**config.mk**
```make
export PLATFORM = sky130hd
export DESIGN_NAME = amrd_ring
export DESIGN_NICKNAME = d
export VERILOG_FILES = /design/src/sv/amrd_pkg.sv /design/src/sv/amrd_ring.sv
export SDC_FILE = /design/constraint.sdc
export NUM_CORES = 1
export LEC_CHECK = 0
export BUFFER_PORTS_ARGS = -buffer_cell sky130_fd_sc_hd__buf_2
export CAP_MARGIN = 20
export CORE_AREA = 2 2 106 108
export CTS_CLUSTER_SIZE = 30
export DETAILED_ROUTE_END_ITERATION = 8
export DIE_AREA = 0 0 108 110
export GPL_TIMING_DRIVEN = 0
export PLACE_DENSITY = 0.7
export SLEW_MARGIN = 20
export SYNTH_ARGS = -nofsm -noshare
export SYNTH_HDL_FRONTEND = slang
export SYNTH_SLANG_ARGS = --single-unit
```
**constraint.sdc**
```tcl
create_clock -name clock -period 5.15 [get_ports clock]
set_clock_uncertainty 0.05 [all_clocks]
set_input_delay 1.03 -clock clock [delete_from_list [all_inputs] [get_ports clock]]
set_output_delay 1.03 -clock clock [all_outputs]
set_load 0.05 [all_outputs]
```
**src/sv/amrd_pkg.sv**
```systemverilog
package amrd_pkg;

   localparam int CSR_IDX_W  = 2;
   localparam int CSR_DATA_W = 11;
   localparam int FPB_W      = 11;
   localparam int BC_W       = 4;
   localparam int CC_W       = 2;

   localparam logic [CSR_IDX_W-1:0] CSR_FRAMES   = 2'd0;
   localparam logic [CSR_IDX_W-1:0] CSR_BUFFERS  = 2'd1;
   localparam logic [CSR_IDX_W-1:0] CSR_CHANNELS = 2'd2;

   localparam logic [FPB_W-1:0] FPB_RESET = 11'd1024;
   localparam logic [BC_W-1:0]  BC_RESET  = 4'd4;
   localparam logic [CC_W-1:0]  CC_RESET  = 2'd1;

   typedef enum logic [1:0] {
      CMD_WRITE  = 2'd0,
      CMD_READ   = 2'd1,
      CMD_PAUSE  = 2'd2,
      CMD_RESUME = 2'd3
   } cmd_type;

   typedef struct packed {
      logic wr_en;
      logic rd_en;
   } store_ctl_type;

   typedef struct packed {
      logic read_valid;
      logic dropped;
      logic stereo;
   } rsp_flags_type;

endpackage

```
**src/sv/amrd_ring.sv**
```systemverilog
module amrd_ring
   import amrd_pkg::*;
#(
   parameter int MAX_BUFFERS = 8,
   parameter int MAX_FRAMES  = 1024,
   parameter int SAMPLE_BITS = 16,
   parameter int BUF_W       = 3,
   parameter int CNT_W       = 4,
   parameter int FRAME_W     = 10,
   parameter int ADDR_W      = 13
) (
   input  logic                          clock,
   input  logic                          reset,
   input  logic                          accept,
   input  cmd_type                       cmd,
   input  logic signed [SAMPLE_BITS-1:0] sample0,
   input  logic signed [SAMPLE_BITS-1:0] sample1,
   input  logic                          csr_wr_en,
   input  logic [CSR_IDX_W-1:0]          csr_index,
   input  logic [CSR_DATA_W-1:0]         csr_data,
   output store_ctl_type                 ctl,
   output logic [ADDR_W-1:0]             wr_addr,
   output logic [2*SAMPLE_BITS-1:0]      wr_data,
   output logic [ADDR_W-1:0]             rd_addr,
   output rsp_flags_type                 flags,
   output logic [CNT_W-1:0]              queued_out,
   output logic [CNT_W-1:0]              free_out
);

   localparam int FE_W = ($clog2(MAX_FRAMES + 1) > FPB_W) ? $clog2(MAX_FRAMES + 1) : FPB_W;
   localparam int RESET_BUFS = (BC_RESET > MAX_BUFFERS) ? MAX_BUFFERS : BC_RESET;

   logic [FPB_W-1:0]   fpb_ff, fpb_in;
   logic [BC_W-1:0]    bc_ff, bc_in;
   logic [CC_W-1:0]    cc_ff, cc_in;
   logic [BUF_W-1:0]   widx_ff, widx_in;
   logic [BUF_W-1:0]   ridx_ff, ridx_in;
   logic [CNT_W-1:0]   free_ff, free_in;
   logic [CNT_W-1:0]   queued_ff, queued_in;
   logic [FRAME_W-1:0] wpos_ff, wpos_in;
   logic [FRAME_W-1:0] rpos_ff, rpos_in;
   logic               paused_ff, paused_in;

   logic [FE_W-1:0]    eff_frames;
   logic [CNT_W-1:0]   eff_bufs;
   logic [CNT_W-1:0]   csr_bufs;
   logic               stereo;
   logic               ring_full;
   logic [BUF_W-1:0]   ridx_drop;
   logic [CNT_W-1:0]   queued_drop;
   logic [CNT_W-1:0]   free_drop;
   logic [FRAME_W-1:0] wpos_drop;
   logic [FE_W-1:0]    wpos_inc;
   logic [FE_W-1:0]    rpos_inc;

   function automatic logic [CNT_W-1:0] clamp_bufs(input logic [BC_W-1:0] bc);
      if (bc == '0) begin
         return CNT_W'(1);
      end else if (32'(bc) > MAX_BUFFERS) begin
         return CNT_W'(MAX_BUFFERS);
      end
      return CNT_W'(bc);
   endfunction

   function automatic logic [BUF_W-1:0] next_idx(input logic [BUF_W-1:0] idx,
                                                input logic [CNT_W-1:0] nbufs);
      logic [CNT_W:0] n;
      n = (CNT_W + 1)'(idx) + 1'b1;
      return (n >= {1'b0, nbufs}) ? '0 : BUF_W'(n);
   endfunction

   function automatic logic [ADDR_W-1:0] addr_of(input logic [BUF_W-1:0] b,
                                                input logic [FRAME_W-1:0] p);
      return ADDR_W'(b) * ADDR_W'(MAX_FRAMES) + ADDR_W'(p);
   endfunction

   always_comb begin
      if (fpb_ff == '0) begin
         eff_frames = FE_W'(1);
      end else if (32'(fpb_ff) > MAX_FRAMES) begin
         eff_frames = FE_W'(MAX_FRAMES);
      end else begin
         eff_frames = FE_W'(fpb_ff);
      end
   end

   assign eff_bufs = clamp_bufs(bc_ff);
   assign csr_bufs = clamp_bufs(csr_data[BC_W-1:0]);
   assign stereo   = (cc_ff >= CC_W'(2));

   // drop of the oldest queued buffer when no buffer is open
   assign ring_full   = (free_ff == '0);
   assign ridx_drop   = ring_full ? next_idx(ridx_ff, eff_bufs) : ridx_ff;
   assign queued_drop = (ring_full && queued_ff != '0) ? queued_ff - 1'b1 : queued_ff;
   assign free_drop   = ring_full ? free_ff + 1'b1 : free_ff;
   assign wpos_drop   = ring_full ? '0 : wpos_ff;
   assign wpos_inc    = FE_W'(wpos_drop) + 1'b1;
   assign rpos_inc    = FE_W'(rpos_ff) + 1'b1;

   always_comb begin
      fpb_in    = fpb_ff;
      bc_in     = bc_ff;
      cc_in     = cc_ff;
      widx_in   = widx_ff;
      ridx_in   = ridx_ff;
      free_in   = free_ff;
      queued_in = queued_ff;
      wpos_in   = wpos_ff;
      rpos_in   = rpos_ff;
      paused_in = paused_ff;
      ctl       = '0;
      flags     = '0;
      wr_addr   = addr_of(widx_ff, wpos_drop);
      wr_data   = {stereo ? sample1 : SAMPLE_BITS'(0), sample0};
      rd_addr   = addr_of(ridx_ff, rpos_ff);
      flags.stereo = stereo;

      if (accept) begin
         unique case (cmd)
            CMD_WRITE: begin
               ctl.wr_en     = 1'b1;
               flags.dropped = ring_full;
               ridx_in       = ridx_drop;
               queued_in     = queued_drop;
               free_in       = free_drop;
               wpos_in       = wpos_inc[FRAME_W-1:0];
               if (ring_full) begin
                  rpos_in = '0;
               end
               if (wpos_inc >= eff_frames) begin
                  wpos_in   = '0;
                  free_in   = (free_drop != '0) ? free_drop - 1'b1 : '0;
                  widx_in   = next_idx(widx_ff, eff_bufs);
                  queued_in = queued_drop + 1'b1;
               end
            end
            CMD_READ: begin
               if (queued_ff != '0) begin
                  ctl.rd_en        = 1'b1;
                  flags.read_valid = 1'b1;
                  rpos_in          = rpos_inc[FRAME_W-1:0];
                  if (rpos_inc >= eff_frames) begin
                     rpos_in   = '0;
                     queued_in = queued_ff - 1'b1;
                     ridx_in   = next_idx(ridx_ff, eff_bufs);
                     free_in   = free_ff + 1'b1;
                  end
               end
            end
            CMD_PAUSE: begin
               if (!paused_ff) begin
                  paused_in = 1'b1;
                  widx_in   = '0;
                  ridx_in   = '0;
                  wpos_in   = '0;
                  rpos_in   = '0;
                  queued_in = '0;
                  free_in   = eff_bufs;
               end
            end
            CMD_RESUME: begin
               paused_in = 1'b0;
            end
            default: begin
            end
         endcase
      end

      if (csr_wr_en) begin
         unique case (csr_index)
            CSR_FRAMES: begin
               fpb_in = csr_data[FPB_W-1:0];
            end
            CSR_BUFFERS: begin
               bc_in     = csr_data[BC_W-1:0];
               widx_in   = '0;
               ridx_in   = '0;
               wpos_in   = '0;
               rpos_in   = '0;
               queued_in = '0;
               free_in   = csr_bufs;
            end
            CSR_CHANNELS: begin
               cc_in = csr_data[CC_W-1:0];
            end
            default: begin
            end
         endcase
      end
   end

   assign queued_out = queued_in;
   assign free_out   = free_in;

   always_ff @(posedge clock) begin
      if (reset) begin
         fpb_ff    <= FPB_RESET;
         bc_ff     <= BC_RESET;
         cc_ff     <= CC_RESET;
         widx_ff   <= '0;
         ridx_ff   <= '0;
         free_ff   <= CNT_W'(RESET_BUFS);
         queued_ff <= '0;
         wpos_ff   <= '0;
         rpos_ff   <= '0;
         paused_ff <= 1'b1;
      end else begin
         fpb_ff    <= fpb_in;
         bc_ff     <= bc_in;
         cc_ff     <= cc_in;
         widx_ff   <= widx_in;
         ridx_ff   <= ridx_in;
         free_ff   <= free_in;
         queued_ff <= queued_in;
         wpos_ff   <= wpos_in;
         rpos_ff   <= rpos_in;
         paused_ff <= paused_in;
      end
   end

   // every buffer is either queued or open for writing
   a_buffers_conserved: assert property (@(posedge clock) disable iff (reset)
      ((CNT_W + 1)'(queued_ff) + (CNT_W + 1)'(free_ff)) == (CNT_W + 1)'(eff_bufs))
      else $error("queued plus free buffers differ from ring size");

   // a full ring has the writer parked on the oldest queued buffer
   a_full_ring_aligned: assert property (@(posedge clock) disable iff (reset)
      (free_ff == '0) |-> (widx_ff == ridx_ff && wpos_ff == '0))
      else $error("full ring with writer off the oldest buffer");

   a_empty_read_idle: assert property (@(posedge clock) disable iff (reset)
      (accept && cmd == CMD_READ && queued_ff == '0 && !csr_wr_en) |=>
      ($stable(ridx_ff) && $stable(rpos_ff) && $stable(free_ff) && $stable(queued_ff)))
      else $error("read with nothing queued changed the ring");

endmodule

```
==> summary.md <==
| Metric | Value |
|---|---|
| Average instance area after synthesis | `7.62 um2` |
| Total GRT Usage | `0.212` |
| Worst hold path stage count | `2` |
| Core area | `10700 um2` |
| Final Hold Slack | `0.429 ns` |
| Gate Count Post-Synth | `556` |
| Distinct cells, synth | `59` |
| Port bufs | `104` |
| Leak | `2.45 nW` |
| Maximum fanout along the worst path | `5` |
| Final hold violations | `0` |
| Synth Register Bits | `51` |
| Core Rows | `38` |
| EDFF count, synth | `0` |
| Antenna-violating nets left | `0` |
| Largest cells by area after synthesis | `dfxtp_1 24%, ha_1 12%, nor2_1 6.3%` |
| Fin Setup TNS | `0 ns` |
| CTS Buffer Depth | `2` |
| CTS Hold Bufs | `0` |
| Sw power | `0.337 mW` |
| # placed instances | `800` |
| Final nets | `769` |
| DR DRC count | `0` |
| Predominant post-synthesis flop cell | `dfxtp_1` |
| WL final | `12800 um` |
| Sequential share of the synthesized area | `0.241` |
| CP Data Arrival Time | `3.91 ns` |
| Initial antenna violation count | `0` |
| Final Max Slew Viols | `0` |
| R2r startpoint | `free_ff[0]$_SDFF_PP0_` |
| Most common cell after layout, fill and taps aside | `buf_2` |
| CP max stage cell | `or3b_4` |
| Synth Warn # | `0` |
| Final Instance Area | `5330 um2` |
| CTS sink cnt | `51` |
| Hold endpoint | `bc_ff[0]$_SDFFE_PP0P_` |
| Ys async rst share | `0` |
| Peak VDD IR | `95.8 uV` |
| CP required | `4.07 ns` |
| H-Tree Depth | `2` |
| Worst R2R Setup Slack | `1.36 ns` |
| Initial DRT Pass Iterations | `5` |
| Clk root buf | `clkbuf_8` |
| Initial DRC count | `243` |
| Worst skew pair latency | `0.32 ns` |
| Worst R2R Path Depth | `20` |
| Beginning of the worst hold path | `bc_ff[0]$_SDFFE_PP0P_` |
| Gp weighted congestion | `0.905` |
| Starting Density | `0.396` |
| Number of global-route vias before repair | `4272` |
| Max Cap Viol | `0` |
| Highest clock rate | `200 MHz` |
| Synthesized cell area | `4240 um2` |
| N_diodes | `0` |
| Worst hold path type | `register to register` |
| Internal power | `0.596 mW` |
| I/O pins | `122` |
| CP max stage delay | `0.39 ns` |
| Largest net degree at the start of global routing | `16` |
| Startpoint types | `register` |
| Worst slew pin tran | `0.972 ns` |
| Non-Filler Instances | `820` |
| First-pass GRT wire length | `20300 um` |
| Share of layout cells above drive strength 1 | `0.288` |
| Clk pin slew, worst setup/hold paths | `0.10 ns` |
| Total grt overflow | `0` |
| Worst-path cell chain | `inv_4 > ha_4 > or3b_4 > buf_8 > and2_4 > ha_4 > nand3_2 > xor2_1 > nor2_1 > ha_1 > nand4_1 > nor2_1 > a21oi_2 > buf_6 > a2111oi_4 > mux2i_1 > a21oi_2 > nand2_1 > buf_6` |
| Die Y | `110 um` |
| Die ar. | `11900 um2` |
| Chip width | `108 um` |
| Syn nets | `646` |
| Clock power frac | `0.265` |
| Area leader, netlist | `dfxtp_1` |
| CP endpoint kind | `primary output` |
| Via density | `5.46` |
| Yosys top cell area share | `0.241` |
| Setup-failing EPs final | `0` |
| Via count | `4476` |
| Fill cells | `1081` |
| Most frequent cells in the layout | `102 x buf_2, 69 x nor2_1, 56 x nand2_1, 48 x dfxtp_1` |
| Max transition margin | `0.350` |
| Switching Fraction | `0.361` |
| PD cells | `175 nW/um2` |
| Setup CP Type | `register to primary output` |
| Post-layout util | `0.498` |
| Post-DP HPWL | `10000 um` |
| Area delta synth->final | `25.6%` |
| Period utilization | `0.970` |
| CTS Buf Count | `5` |
| Min Tclk post-route | `4.99 ns` |
| Cell Area, Placed | `4970 um2` |
| Sequential share of power | `0.443` |
| Reg2reg end | `queued_ff[1]$_SDFF_PP0_` |
| TritonCTS clock tree | `built` |
| Wire per inst | `15.7 um` |
| Outcome | `complete, no violations` |
| Combinational group share of total power | `0.292` |
[worst max-delay path: cells and delay by family (launching register included)]
kind / cells / cell delay (ns)
AOI/OAI and AO/OA: 3 / 0.53
xor gates and xnor gates: 1 / 0.17
adders and majority gates: 3 / 0.61
buffers and inverters: 4 / 0.51
DFF: 1 / 0.38
muxes: 1 / 0.26
and+or+nand+nor: 7 / 1.11
[power groups by stage]
stage	sequential, mW	clock [mW]	combinational [mW]
after floorplan	0.420	0	0.182
after global placement	0.422	0	0.244
after detailed placement	0.422	0	0.248
after CTS	0.413	0.250	0.259
after global routing	0.415	0.265	0.295
final	0.413	0.247	0.272
[layer usage]
layer  GRT usage  vias up  wire (um)
met1       0.269     2101       5620
met4      0.0696        0        280
met5           0        -          0
met2       0.371      139       6280
li1            -     2210          -
met3      0.0317       26        652
[state kept, by name, indices dropped and copies added (netlist names)]
signal and flops:
fpb_ff 11, rpos_ff 10, wpos_ff 10, bc_ff 4
free_ff 4, queued_ff 4, ridx_ff 3, widx_ff 3
cc_ff 1, paused_ff 1
[through the flow]
step | setup slack (ns) | total power [mW]
floorplan | 0.0441 | 0.603
global placement | -0.610 | 0.666
detailed placement | -0.653 | 0.670
CTS | 0.0116 | 0.923
global route | -0.0170 | 0.974
finish | 0.155 | 0.932
[worst max-delay path by stage]
stage	end	depth (start not counted)	startpoint
after detailed placement	queued_out[1]	19	free_ff[0]$_SDFF_PP0_
after global placement	queued_out[1]	19	free_ff[0]$_SDFF_PP0_
after CTS	free_out[1]	13	rpos_ff[0]$_SDFF_PP0_
final	free_out[3]	19	free_ff[0]$_SDFF_PP0_
after floorplan	queued_out[0]	18	free_ff[0]$_SDFF_PP0_
after global routing	free_out[3]	19	free_ff[1]$_SDFF_PP0_
[cells by family after synthesis]
kind of cell,after synthesis,synth area share
flip-flops,51,0.241
XOR/XNOR,21,0.0434
multiplexers,20,0.0478
buffers and inverters,56,0.0705
adder cells (fa/ha/maj),39,0.115
AND/OR/NAND/NOR,239,0.279
AO/OA/AOI/OAI,130,0.203
[cell type report]
cell class | count | area, um2 | area share
buffer | 41 | 260 | 0.0489
clock buffer | 6 | 72.6 | 0.0136
clock inverter | 2 | 12.5 | 0.00235
inverter | 14 | 55.1 | 0.0103
multi-input combinational | 449 | 3070 | 0.576
sequential | 51 | 1030 | 0.193
tap | 140 | 175 | 0.0329
timing repair buffer | 117 | 652 | 0.122
[cell usage after synthesis, drive strengths merged, types with 8 or more instances]
library cell and number:
a21oi 41, a22oi 11, and2 30, and3 8, buf 25, clkbuf 17, dfxtp 51, ha 39
inv 14, mux2i 18, nand2 57, nand3 16, nor2 71, nor3 14, o21ai 28, xor2 14
[repair_timing]
item / CTS / global route
gates resized for setup: 25 / 25
pin swaps: 5 / 13
buffers inserted: 6 / 7
setup endpoints to repair: 8 / 8
Power figures use the tool's default switching activity.
